--- src/rtl/volcrop_pkg.sv ---
`default_nettype none
// ----------------------------------------------------------------------------
// volcrop_pkg
// shared widths, register map, command and status types, register clamps
// ----------------------------------------------------------------------------
package volcrop_pkg;

   localparam int IMAGE_EDGE_W = 10;
   localparam int CHANNEL_W    = 5;
   localparam int CROP_EDGE_W  = 7;
   localparam int CROP_NUM_W   = 10;
   localparam int CENTER_W     = 9;
   localparam int ORIGIN_W     = 10;
   localparam int COUNT_W      = 6;
   localparam int CHAN_CNT_W   = 4;
   localparam int IMG_ADDR_W   = 31;
   localparam int CROP_ADDR_W  = 32;
   localparam int IMG_ACC_W    = 34;
   localparam int VOL_W        = 32;
   localparam int PADDR_W      = 4;
   localparam int PDATA_W      = 32;

   localparam logic [IMAGE_EDGE_W-1:0] MAX_IMAGE_EDGE   = 10'd512;
   localparam logic [CHANNEL_W-1:0]    MAX_CHANNELS     = 5'd16;
   localparam logic [CROP_EDGE_W-1:0]  MAX_CROP_EDGE    = 7'd64;
   localparam logic [IMAGE_EDGE_W-1:0] RESET_IMAGE_EDGE = 10'd64;
   localparam logic [CHANNEL_W-1:0]    RESET_CHANNELS   = 5'd1;
   localparam logic [CROP_EDGE_W-1:0]  RESET_CROP_EDGE  = 7'd8;

   // register indexes, byte address is four times the index
   localparam logic [1:0] REG_IMAGE_EDGE    = 2'd0;
   localparam logic [1:0] REG_CHANNEL_COUNT = 2'd1;
   localparam logic [1:0] REG_CROP_EDGE     = 2'd2;

   // multiply-add steps of one element
   localparam logic [1:0] MAC_ROW   = 2'd0;
   localparam logic [1:0] MAC_PLANE = 2'd1;
   localparam logic [1:0] MAC_CHAN  = 2'd2;
   localparam logic [1:0] MAC_LAST  = 2'd3;

   typedef struct packed {
      logic [IMAGE_EDGE_W-1:0] image_edge;
      logic [CHANNEL_W-1:0]    channel_count;
      logic [CROP_EDGE_W-1:0]  crop_edge;
   } cfg_type;

   typedef struct packed {
      logic       start;
      logic       load;
      logic       mac;
      logic [1:0] mac_step;
      logic       emit;
   } dp_cmd_type;

   typedef struct packed {
      logic last;
   } dp_status_type;

   function automatic logic [IMAGE_EDGE_W-1:0] clamp_image_edge(
      input logic [IMAGE_EDGE_W-1:0] v);
      logic [IMAGE_EDGE_W-1:0] r;
      if (v == '0) begin
         r = IMAGE_EDGE_W'(1);
      end else if (v > MAX_IMAGE_EDGE) begin
         r = MAX_IMAGE_EDGE;
      end else begin
         r = v;
      end
      return r;
   endfunction

   function automatic logic [CHANNEL_W-1:0] clamp_channels(input logic [CHANNEL_W-1:0] v);
      logic [CHANNEL_W-1:0] r;
      if (v == '0) begin
         r = CHANNEL_W'(1);
      end else if (v > MAX_CHANNELS) begin
         r = MAX_CHANNELS;
      end else begin
         r = v;
      end
      return r;
   endfunction

   function automatic logic [CROP_EDGE_W-1:0] clamp_crop_edge(
      input logic [CROP_EDGE_W-1:0] v);
      logic [CROP_EDGE_W-1:0] r;
      if (v == '0) begin
         r = CROP_EDGE_W'(1);
      end else if (v > MAX_CROP_EDGE) begin
         r = MAX_CROP_EDGE;
      end else begin
         r = v;
      end
      return r;
   endfunction

endpackage
`default_nettype wire

--- src/rtl/volcrop_csr.sv ---
`default_nettype none
// ----------------------------------------------------------------------------
// volcrop_csr
// configuration registers behind the apb port, clamped copies to the datapath
// ----------------------------------------------------------------------------
module volcrop_csr
   import volcrop_pkg::*;
(
   input  wire logic               clock,
   input  wire logic               reset,
   input  wire logic               psel,
   input  wire logic               penable,
   input  wire logic               pwrite,
   input  wire logic [PADDR_W-1:0] paddr,
   input  wire logic [PDATA_W-1:0] pwdata,
   output logic      [PDATA_W-1:0] prdata,
   output logic                    pready,
   output cfg_type                 cfg
);

   logic [IMAGE_EDGE_W-1:0] image_edge_ff;
   logic [CHANNEL_W-1:0]    channel_count_ff;
   logic [CROP_EDGE_W-1:0]  crop_edge_ff;
   logic [1:0]              reg_index;
   logic                    wr_en;

   assign reg_index = paddr[3:2];
   assign wr_en     = psel & penable & pwrite;
   assign pready    = 1'b1;

   always_ff @(posedge clock) begin
      if (reset) begin
         image_edge_ff    <= RESET_IMAGE_EDGE;
         channel_count_ff <= RESET_CHANNELS;
         crop_edge_ff     <= RESET_CROP_EDGE;
      end else if (wr_en) begin
         unique case (reg_index)
            REG_IMAGE_EDGE:    image_edge_ff    <= pwdata[IMAGE_EDGE_W-1:0];
            REG_CHANNEL_COUNT: channel_count_ff <= pwdata[CHANNEL_W-1:0];
            REG_CROP_EDGE:     crop_edge_ff     <= pwdata[CROP_EDGE_W-1:0];
            default: ;
         endcase
      end
   end

   always_comb begin
      prdata = '0;
      unique case (reg_index)
         REG_IMAGE_EDGE:    prdata = PDATA_W'(image_edge_ff);
         REG_CHANNEL_COUNT: prdata = PDATA_W'(channel_count_ff);
         REG_CROP_EDGE:     prdata = PDATA_W'(crop_edge_ff);
         default:           prdata = '0;
      endcase
   end

   assign cfg.image_edge    = clamp_image_edge(image_edge_ff);
   assign cfg.channel_count = clamp_channels(channel_count_ff);
   assign cfg.crop_edge     = clamp_crop_edge(crop_edge_ff);

endmodule
`default_nettype wire

--- src/rtl/volcrop_ctrl.sv ---
`default_nettype none
// ----------------------------------------------------------------------------
// volcrop_ctrl
// controller: request decode, multiply-add sequencing, response valid
// ----------------------------------------------------------------------------
module volcrop_ctrl
   import volcrop_pkg::*;
(
   input  wire logic    clock,
   input  wire logic    reset,
   input  wire logic    req_valid,
   input  wire logic    req_kind,
   output logic         req_ready,
   output logic         rsp_valid,
   input  wire logic    rsp_ready,
   input  wire dp_status_type status,
   output dp_cmd_type   cmd
);

   typedef enum logic [2:0] {
      S_IDLE = 3'b001,
      S_CALC = 3'b010,
      S_EMIT = 3'b100
   } state_type;

   state_type  state_ff, state_in;
   logic [1:0] mac_step_ff, mac_step_in;
   logic       active_ff, active_in;
   logic       rsp_valid_ff, rsp_valid_in;
   logic       req_fire;
   logic       out_free;

   assign req_ready = (state_ff == S_IDLE);
   assign req_fire  = req_valid & req_ready;
   assign out_free  = ~rsp_valid_ff | rsp_ready;
   assign rsp_valid = rsp_valid_ff;

   always_comb begin
      state_in     = state_ff;
      mac_step_in  = mac_step_ff;
      active_in    = active_ff;
      rsp_valid_in = rsp_valid_ff & ~rsp_ready;
      cmd          = '0;
      cmd.mac_step = mac_step_ff;
      unique case (state_ff)
         S_IDLE: begin
            if (req_fire) begin
               if (!req_kind) begin
                  cmd.start = 1'b1;
                  active_in = 1'b1;
               end else if (active_ff) begin
                  cmd.load    = 1'b1;
                  mac_step_in = MAC_ROW;
                  state_in    = S_CALC;
               end
            end
         end
         S_CALC: begin
            cmd.mac     = 1'b1;
            mac_step_in = mac_step_ff + 2'd1;
            if (mac_step_ff == MAC_LAST) begin
               state_in = S_EMIT;
            end
         end
         S_EMIT: begin
            if (out_free) begin
               cmd.emit     = 1'b1;
               rsp_valid_in = 1'b1;
               state_in     = S_IDLE;
               if (status.last) begin
                  active_in = 1'b0;
               end
            end
         end
         default: state_in = S_IDLE;
      endcase
   end

   always_ff @(posedge clock) begin
      if (reset) begin
         state_ff     <= S_IDLE;
         mac_step_ff  <= MAC_ROW;
         active_ff    <= 1'b0;
         rsp_valid_ff <= 1'b0;
      end else begin
         state_ff     <= state_in;
         mac_step_ff  <= mac_step_in;
         active_ff    <= active_in;
         rsp_valid_ff <= rsp_valid_in;
      end
   end

endmodule
`default_nettype wire

--- src/rtl/volcrop_dp.sv ---
`default_nettype none
// ----------------------------------------------------------------------------
// volcrop_dp
// datapath: crop origin and counters, three multiply-add lanes for the
// source address, the volume size and the destination address, result register
// ----------------------------------------------------------------------------
module volcrop_dp
   import volcrop_pkg::*;
(
   input  wire logic                  clock,
   input  wire logic                  reset,
   input  wire cfg_type               cfg,
   input  wire dp_cmd_type            cmd,
   output dp_status_type              status,
   input  wire logic [CROP_NUM_W-1:0] req_crop_number,
   input  wire logic [CENTER_W-1:0]   req_center_x,
   input  wire logic [CENTER_W-1:0]   req_center_y,
   input  wire logic [CENTER_W-1:0]   req_center_z,
   output logic      [IMG_ADDR_W-1:0] rsp_image_address,
   output logic     [CROP_ADDR_W-1:0] rsp_crop_address,
   output logic                       rsp_in_range,
   output logic                       rsp_last
);

   logic signed [ORIGIN_W-1:0] origin_x_ff, origin_y_ff, origin_z_ff;
   logic [CROP_NUM_W-1:0]      crop_ff;
   logic [COUNT_W-1:0]         count_x_ff, count_y_ff, count_z_ff;
   logic [COUNT_W-1:0]         count_x_in, count_y_in, count_z_in;
   logic [CHAN_CNT_W-1:0]      count_c_ff, count_c_in;

   logic signed [IMG_ACC_W-1:0] img_acc_ff, img_acc_in;
   logic [VOL_W-1:0]            vol_acc_ff, vol_acc_in;
   logic [CROP_ADDR_W-1:0]      crop_acc_ff, crop_acc_in;

   logic [IMG_ADDR_W-1:0]  image_address_ff;
   logic [CROP_ADDR_W-1:0] crop_address_ff;
   logic                   in_range_ff, last_ff;

   logic [ORIGIN_W-1:0]         half;
   logic signed [ORIGIN_W:0]    ix, iy, iz;
   logic signed [ORIGIN_W:0]    edge_s, chan_s, img_mult;
   logic signed [IMG_ACC_W-1:0] img_addend, img_prod;
   logic [IMAGE_EDGE_W-1:0]     vol_mult;
   logic [VOL_W-1:0]            vol_prod;
   logic [CROP_EDGE_W-1:0]      crop_mult;
   logic [CROP_ADDR_W-1:0]      crop_addend, crop_prod;
   logic                        in_range;
   logic                        wrap_c, wrap_z, wrap_y, wrap_x;

   assign half = ORIGIN_W'(cfg.crop_edge[CROP_EDGE_W-1:1]);

   assign ix = $signed({origin_x_ff[ORIGIN_W-1], origin_x_ff} + (ORIGIN_W+1)'(count_x_ff));
   assign iy = $signed({origin_y_ff[ORIGIN_W-1], origin_y_ff} + (ORIGIN_W+1)'(count_y_ff));
   assign iz = $signed({origin_z_ff[ORIGIN_W-1], origin_z_ff} + (ORIGIN_W+1)'(count_z_ff));

   assign edge_s = $signed({1'b0, cfg.image_edge});
   assign chan_s = $signed((ORIGIN_W+1)'(cfg.channel_count));

   // source address lane
   always_comb begin
      img_mult   = edge_s;
      img_addend = '0;
      case (cmd.mac_step)
         MAC_ROW: begin
            img_mult   = edge_s;
            img_addend = IMG_ACC_W'(iy);
         end
         MAC_PLANE: begin
            img_mult   = edge_s;
            img_addend = IMG_ACC_W'(iz);
         end
         MAC_CHAN: begin
            img_mult   = chan_s;
            img_addend = IMG_ACC_W'(count_c_ff);
         end
         default: begin
            img_mult   = edge_s;
            img_addend = '0;
         end
      endcase
   end

   assign img_prod = img_acc_ff * img_mult;

   // volume size lane
   always_comb begin
      case (cmd.mac_step)
         MAC_CHAN: vol_mult = IMAGE_EDGE_W'(cfg.channel_count);
         default:  vol_mult = cfg.image_edge;
      endcase
   end

   assign vol_prod = vol_acc_ff * VOL_W'(vol_mult);

   // destination address lane
   always_comb begin
      crop_mult   = cfg.crop_edge;
      crop_addend = '0;
      case (cmd.mac_step)
         MAC_ROW:   crop_addend = CROP_ADDR_W'(count_x_ff);
         MAC_PLANE: crop_addend = CROP_ADDR_W'(count_y_ff);
         MAC_CHAN:  crop_addend = CROP_ADDR_W'(count_z_ff);
         default: begin
            crop_mult   = CROP_EDGE_W'(cfg.channel_count);
            crop_addend = CROP_ADDR_W'(count_c_ff);
         end
      endcase
   end

   assign crop_prod = crop_acc_ff * CROP_ADDR_W'(crop_mult);

   always_comb begin
      img_acc_in  = img_acc_ff;
      vol_acc_in  = vol_acc_ff;
      crop_acc_in = crop_acc_ff;
      if (cmd.load) begin
         img_acc_in  = IMG_ACC_W'(ix);
         vol_acc_in  = VOL_W'(cfg.image_edge);
         crop_acc_in = CROP_ADDR_W'(crop_ff);
      end else if (cmd.mac) begin
         crop_acc_in = crop_addend + crop_prod;
         if (cmd.mac_step != MAC_LAST) begin
            img_acc_in = img_addend + img_prod;
            vol_acc_in = vol_prod;
         end
      end
   end

   assign in_range = ~img_acc_ff[IMG_ACC_W-1] &
                     (img_acc_ff[IMG_ACC_W-2:0] < (IMG_ACC_W-1)'(vol_acc_ff));

   // counter wraps, channel innermost then z, y, x
   assign wrap_c = (({1'b0, count_c_ff}) + 5'd1) >= cfg.channel_count;
   assign wrap_z = wrap_c & ((({1'b0, count_z_ff}) + 7'd1) >= cfg.crop_edge);
   assign wrap_y = wrap_z & ((({1'b0, count_y_ff}) + 7'd1) >= cfg.crop_edge);
   assign wrap_x = wrap_y & ((({1'b0, count_x_ff}) + 7'd1) >= cfg.crop_edge);

   assign status.last = wrap_x;

   always_comb begin
      count_c_in = wrap_c ? '0 : count_c_ff + 4'd1;
      count_z_in = wrap_c ? (wrap_z ? '0 : count_z_ff + 6'd1) : count_z_ff;
      count_y_in = wrap_z ? (wrap_y ? '0 : count_y_ff + 6'd1) : count_y_ff;
      count_x_in = wrap_y ? (wrap_x ? '0 : count_x_ff + 6'd1) : count_x_ff;
   end

   always_ff @(posedge clock) begin
      if (reset) begin
         origin_x_ff <= '0;
         origin_y_ff <= '0;
         origin_z_ff <= '0;
         crop_ff     <= '0;
         count_x_ff  <= '0;
         count_y_ff  <= '0;
         count_z_ff  <= '0;
         count_c_ff  <= '0;
      end else if (cmd.start) begin
         origin_x_ff <= $signed(ORIGIN_W'(req_center_x) - half);
         origin_y_ff <= $signed(ORIGIN_W'(req_center_y) - half);
         origin_z_ff <= $signed(ORIGIN_W'(req_center_z) - half);
         crop_ff     <= req_crop_number;
         count_x_ff  <= '0;
         count_y_ff  <= '0;
         count_z_ff  <= '0;
         count_c_ff  <= '0;
      end else if (cmd.emit) begin
         count_x_ff <= count_x_in;
         count_y_ff <= count_y_in;
         count_z_ff <= count_z_in;
         count_c_ff <= count_c_in;
      end
   end

   always_ff @(posedge clock) begin
      img_acc_ff  <= img_acc_in;
      vol_acc_ff  <= vol_acc_in;
      crop_acc_ff <= crop_acc_in;
      if (cmd.emit) begin
         image_address_ff <= in_range ? img_acc_ff[IMG_ADDR_W-1:0] : '0;
         crop_address_ff  <= crop_acc_ff;
         in_range_ff      <= in_range;
         last_ff          <= wrap_x;
      end
   end

   assign rsp_image_address = image_address_ff;
   assign rsp_crop_address  = crop_address_ff;
   assign rsp_in_range      = in_range_ff;
   assign rsp_last          = last_ff;

endmodule
`default_nettype wire

--- src/rtl/volume_crop_address_generator_top.sv ---
`default_nettype none
// ----------------------------------------------------------------------------
// volume_crop_address_generator_top
// gather address generator for cubic crops of a channel-interleaved volume
//
// req channel: a request with req_kind 0 starts a crop (crop number and
// center) and gives no response; req_kind 1 steps to the next element and
// gives one response while a crop is open, none otherwise.
// rsp channel: source address, destination address, in_range and last,
// last marking the final element of the crop.
// a start request leaves the controller idle. a step request is taken, then
// the multiply-add steps row, plane, channel and last run, the source and
// volume-size lanes on all but the last, the destination lane on all; the
// emit state loads the response register once it frees, then req_ready rises.
// a finished response waits in its own register, so the next request is
// taken while the receiver stalls; its result is held in the datapath until
// the response register frees.
// reset (synchronous) loads the register defaults (image edge 64, one
// channel, crop edge 8) and closes any open crop.
// apb: image_edge at 0x0, channel_count at 0x4, crop_edge at 0x8
// ----------------------------------------------------------------------------
module volume_crop_address_generator_top
   import volcrop_pkg::*;
(
   input  wire logic                   clock,
   input  wire logic                   reset,
   input  wire logic                   req_valid,
   output logic                        req_ready,
   input  wire logic                   req_kind,
   input  wire logic [CROP_NUM_W-1:0]  req_crop_number,
   input  wire logic [CENTER_W-1:0]    req_center_x,
   input  wire logic [CENTER_W-1:0]    req_center_y,
   input  wire logic [CENTER_W-1:0]    req_center_z,
   output logic                        rsp_valid,
   input  wire logic                   rsp_ready,
   output logic      [IMG_ADDR_W-1:0]  rsp_image_address,
   output logic      [CROP_ADDR_W-1:0] rsp_crop_address,
   output logic                        rsp_in_range,
   output logic                        rsp_last,
   input  wire logic                   psel,
   input  wire logic                   penable,
   input  wire logic                   pwrite,
   input  wire logic [PADDR_W-1:0]     paddr,
   input  wire logic [PDATA_W-1:0]     pwdata,
   output logic      [PDATA_W-1:0]     prdata,
   output logic                        pready
);

   cfg_type       cfg;
   dp_cmd_type    cmd;
   dp_status_type status;

   volcrop_csr u_csr (
      .clock   (clock),
      .reset   (reset),
      .psel    (psel),
      .penable (penable),
      .pwrite  (pwrite),
      .paddr   (paddr),
      .pwdata  (pwdata),
      .prdata  (prdata),
      .pready  (pready),
      .cfg     (cfg)
   );

   volcrop_ctrl u_ctrl (
      .clock     (clock),
      .reset     (reset),
      .req_valid (req_valid),
      .req_kind  (req_kind),
      .req_ready (req_ready),
      .rsp_valid (rsp_valid),
      .rsp_ready (rsp_ready),
      .status    (status),
      .cmd       (cmd)
   );

   volcrop_dp u_dp (
      .clock             (clock),
      .reset             (reset),
      .cfg               (cfg),
      .cmd               (cmd),
      .status            (status),
      .req_crop_number   (req_crop_number),
      .req_center_x      (req_center_x),
      .req_center_y      (req_center_y),
      .req_center_z      (req_center_z),
      .rsp_image_address (rsp_image_address),
      .rsp_crop_address  (rsp_crop_address),
      .rsp_in_range      (rsp_in_range),
      .rsp_last          (rsp_last)
   );

endmodule
`default_nettype wire
--- config.mk ---
export PLATFORM = sky130hd
export DESIGN_NAME = volume_crop_address_generator_top
export DESIGN_NICKNAME = d
export VERILOG_FILES = /design/src/rtl/volcrop_pkg.sv /design/src/rtl/volcrop_csr.sv /design/src/rtl/volcrop_ctrl.sv /design/src/rtl/volcrop_dp.sv /design/src/rtl/volume_crop_address_generator_top.sv
export SDC_FILE = /design/constraint.sdc
export NUM_CORES = 2
export LEC_CHECK = 0
export CAP_MARGIN = 0
export CORE_MARGIN = 3
export CORE_UTILIZATION = 63
export CTS_CLUSTER_SIZE = 16
export DETAILED_ROUTE_END_ITERATION = 8
export DONT_BUFFER_PORTS = 1
export PLACE_DENSITY = 0.79
export REMOVE_ABC_BUFFERS = 1
export SLEW_MARGIN = 20
export SYNTH_ARGS = -nofsm -noshare
export SYNTH_HDL_FRONTEND = slang
export SYNTH_SLANG_ARGS = --single-unit
--- constraint.sdc ---
create_clock -name clock -period 12.68 [get_ports clock]
set_input_delay 1.268 -clock clock [delete_from_list [all_inputs] [get_ports clock]]
set_output_delay 1.268 -clock clock [all_outputs]
set_load 0.005 [all_outputs]
==> flow_metrics.tcl <==
set metrics [dict create \
    clk_pin_slew_ns 0.06 \
    design.die.area_um2 61900 \
    p_int_uw 1730 \
    async_reset_ff_frac 0 \
    syn_to_final_growth_pct 4.29 \
    start_util 0.640 \
    power_density_nw_per_um2 66.6 \
    vias 28400 \
    grt_overflow 0 \
    synth_area_um2 37100 \
    ys_seq_elements 254 \
    synth.distinct_cells 84 \
    post-route-util 0.667 \
    yosysTopAreaCell "fa_1" \
    fin_area_um2 38700 \
    synth_edf_count 119 \
    holdBufCountCts 0 \
    synth_ff_type "dfxtp_1" \
    cts_tree "done" \
    place_congestion 0.928 \
    rsz0062_at_grt "false" \
    crit_path_end_kind "flop" \
    yosysSeqAreaShare 0.169 \
    worstPathRequired_ns 12.95 \
    p_sw_frac 0.330 \
    dr.pass1.iters 8 \
    slew_headroom 0.279 \
    status "finished, final reports clean" \
    crit_buf_inv 6 \
    crit_fanout 37 \
    antenna_left 0 \
    finalCriticalPeriod_ns 8.69 \
    final.period_utilization 0.685 \
    drt_iter0_markers 1967 \
    cts_buffers 34 \
    grt_start_max_net_pins 72 \
    tightest_slew_ns 1.08 \
    rows 88 \
    ys_warn_count 0 \
    io_buffers 0 \
    synthTopCellsByArea "fa_1, ha_1, edfxtp_1" \
    dieHeight_um 249 \
    skew_ns 0.0178 \
    switchingPower_uw 852 \
    avgSynthCellArea_um2 8.89 \
    cp_slowest_cell "nor2_4" \
    insertion_delay_ns 0.57 \
    synth_top_area_frac 0.316 \
    clock_sinks 254 \
    crit_top_cell "fa_1" \
    setup.worst_path.start_class "flop" \
    io_pins 181 \
    grt_pass1_wl_um 156000 \
    maxSlewViolCount 0 \
    p_leak_uw 0.0179 \
    dpl.hpwl_um 68500 \
    min_path_type "flop to flop" \
    drive_above_1_share 0.0342 \
    fp.dieW_um 249 \
    cts_resized 0 \
    grt_antenna_before_repair 0 \
    crit_type "flop to flop" \
    root_buffer "clkbuf_16" \
    nets 4994 \
    max_cap_violations 0 \
    path_delay_family "adder cells" \
    grtUsageTotal 0.312 \
    clock_power_share 0.386 \
    layout_commonest_cell "inv_1" \
    hold_viol 0 \
    layout_common_cells "inv_1, nand2_1, fa_1" \
    grt_pass1_vias 30200 \
    drt-total-wl_um 94200 \
    synth_cells 4178 \
    slowest_delay_ns 0.59 \
    placed_area_um2 37600 \
    vdd_drop_max_v 0.0000957 \
    fin_setup_tns_ns 0 \
    setup_violations 0 \
    timing.fmax_mhz 115 \
    n_antenna_cell 0 \
    via_per_inst 5.88 \
    seqPwrFrac 0.382 \
    pwr-share-comb 0.231 \
    wl_per_cell_um 19.5 \
    core_area_um2 58000 \
    cts_setup_buffers 0 \
    cp_data_arrival_time_ns 8.95 \
    htree_levels 2 \
    remaining_drc_errors 0 \
    cts_buffer_depth 3 \
]
==> power by group through the flow <==
stage	clock network [µW]	logic, µW	registers [µW]
after floorplan	0	457	955
after global placement	0	565	1000
after detailed placement	0	586	1000
after CTS	1010	595	983
after global routing	1040	685	989
final	996	597	986
==> worst reg2reg max path, stage by stage (launching register included) <==
cell and delay (ns):
dfxtp_1 0.29, buf_4 0.28, nor4_4 0.36, a31oi_1 0.30
nor2_4 0.60, buf_4 0.45, and2_0 0.28, buf_4 0.36
nand2_1 0.16, fa_1 0.54, inv_1 0.05, fa_1 0.49
fa_1 0.53, fa_1 0.54, inv_1 0.06, fa_1 0.53
inv_1 0.04, ha_1 0.38, a21oi_1 0.31, o211ai_1 0.15
a22oi_1 0.42, a21oi_1 0.24, o31ai_1 0.48, a31o_2 0.26
o21ai_1 0.08, xnor2_1 0.14, o21ai_1 0.07
==> metal layers <==
| metal | vias to the layer above | wire [µm] | global-route usage |
|---|---|---|---|
| met2 | 1239 | 44400 | 0.517 |
| li1 | 12800 | - | - |
| met1 | 14100 | 37700 | 0.409 |
| met3 | 256 | 8280 | 0.0582 |
| met4 | 0 | 3770 | 0.123 |
| met5 | - | 0 | 0 |
==> final cells by class <==
type	instances	area [µm²]
multi-input cells	3006	27400
fillers	4536	19300
flip-flops and latches	254	6280
clock inverters	18	209
repair buffers	38	285
inverters	704	2640
clock buffers	43	916
well taps	765	957
==> cell usage after synthesis (5+ instances only) <==
library cell  number
a2111oi_0          5
a211o_1            7
a211oi_1          32
a21o_1            74
a21oi_1          139
a222oi_1          10
a22oi_1            9
a31oi_1           15
and2_1           266
and3_1            69
buf_2              9
buf_4             23
clkbuf_1         198
dfxtp_1          135
edfxtp_1         119
fa_1             587
ha_1             288
inv_1            701
mux2i_1           30
nand2_1          649
nand2b_1          43
nand3_1           52
nand3b_1           9
nand4_1           18
nor2_1           142
nor2b_1           26
nor3_1            39
nor4_1             6
o211ai_1          12
o21a_1            16
o21ai_0           97
o21ai_1           37
o21bai_1          11
o22ai_1           15
o31ai_1            9
or2_2             12
or3_1             13
xnor2_1          100
xor2_1            69
==> worst paths after layout <==
kind / slack (ns) / from / cells past startpoint / endpoint
worst min register to register: 0.45 / u_dp.crop_ff[9] / 2 / u_dp.crop_ff[9]
worst max-delay path: 3.99 / u_csr.image_edge_ff[5] / 26 / u_dp.img_acc_ff[32]
worst max register to register: 3.99 / u_csr.image_edge_ff[5] / 26 / u_dp.img_acc_ff[32]
worst min-delay path: 0.45 / u_dp.crop_ff[9] / 2 / u_dp.crop_ff[9]
==> metrics by stage <==
| step | setup slack (ns) | std cells | power, µW | hold slack, ns |
|---|---|---|---|---|
| 2_1_floorplan | 3.57 | 3964 | 1410 | 0.430 |
| 3_3_place_gp | 4.26 | 4767 | 1560 | 0.436 |
| 3_5_place_dp | 4.14 | 4767 | 1590 | 0.445 |
| 4_1_cts | 4.10 | 4828 | 2590 | 0.452 |
| 5_1_grt | 3.56 | 4828 | 2720 | 0.467 |
| 6_report | 3.99 | 4828 | 2580 | 0.450 |
==> sequential cells by signal, indices dropped and copies added (netlist names), 7 cells and up <==
| register | flops |
|---|---|
| u_csr.crop_edge_ff | 7 |
| u_csr.image_edge_ff | 10 |
| u_dp.crop_acc_ff | 32 |
| u_dp.crop_ff | 10 |
| u_dp.img_acc_ff | 34 |
| u_dp.origin_x_ff | 10 |
| u_dp.origin_y_ff | 10 |
| u_dp.origin_z_ff | 10 |
| u_dp.rsp_crop_address | 32 |
| u_dp.rsp_image_address | 31 |
| u_dp.vol_acc_ff | 32 |
==> cell families (layout without fill, tap and decap cells) <==
kind of cell | count (synthesis) | in the layout | synth area share
buf+inv | 939 | 803 | 0.0978
compound gates | 536 | 536 | 0.0923
mux | 32 | 32 | 0.00876
other cells | 2 | 23 | 0.000202
fa+ha+maj | 875 | 875 | 0.414
xor+xnor | 173 | 173 | 0.0421
simple gates | 1367 | 1367 | 0.176
flops | 254 | 254 | 0.169
Note: power is estimated with default switching activity, not from simulation.
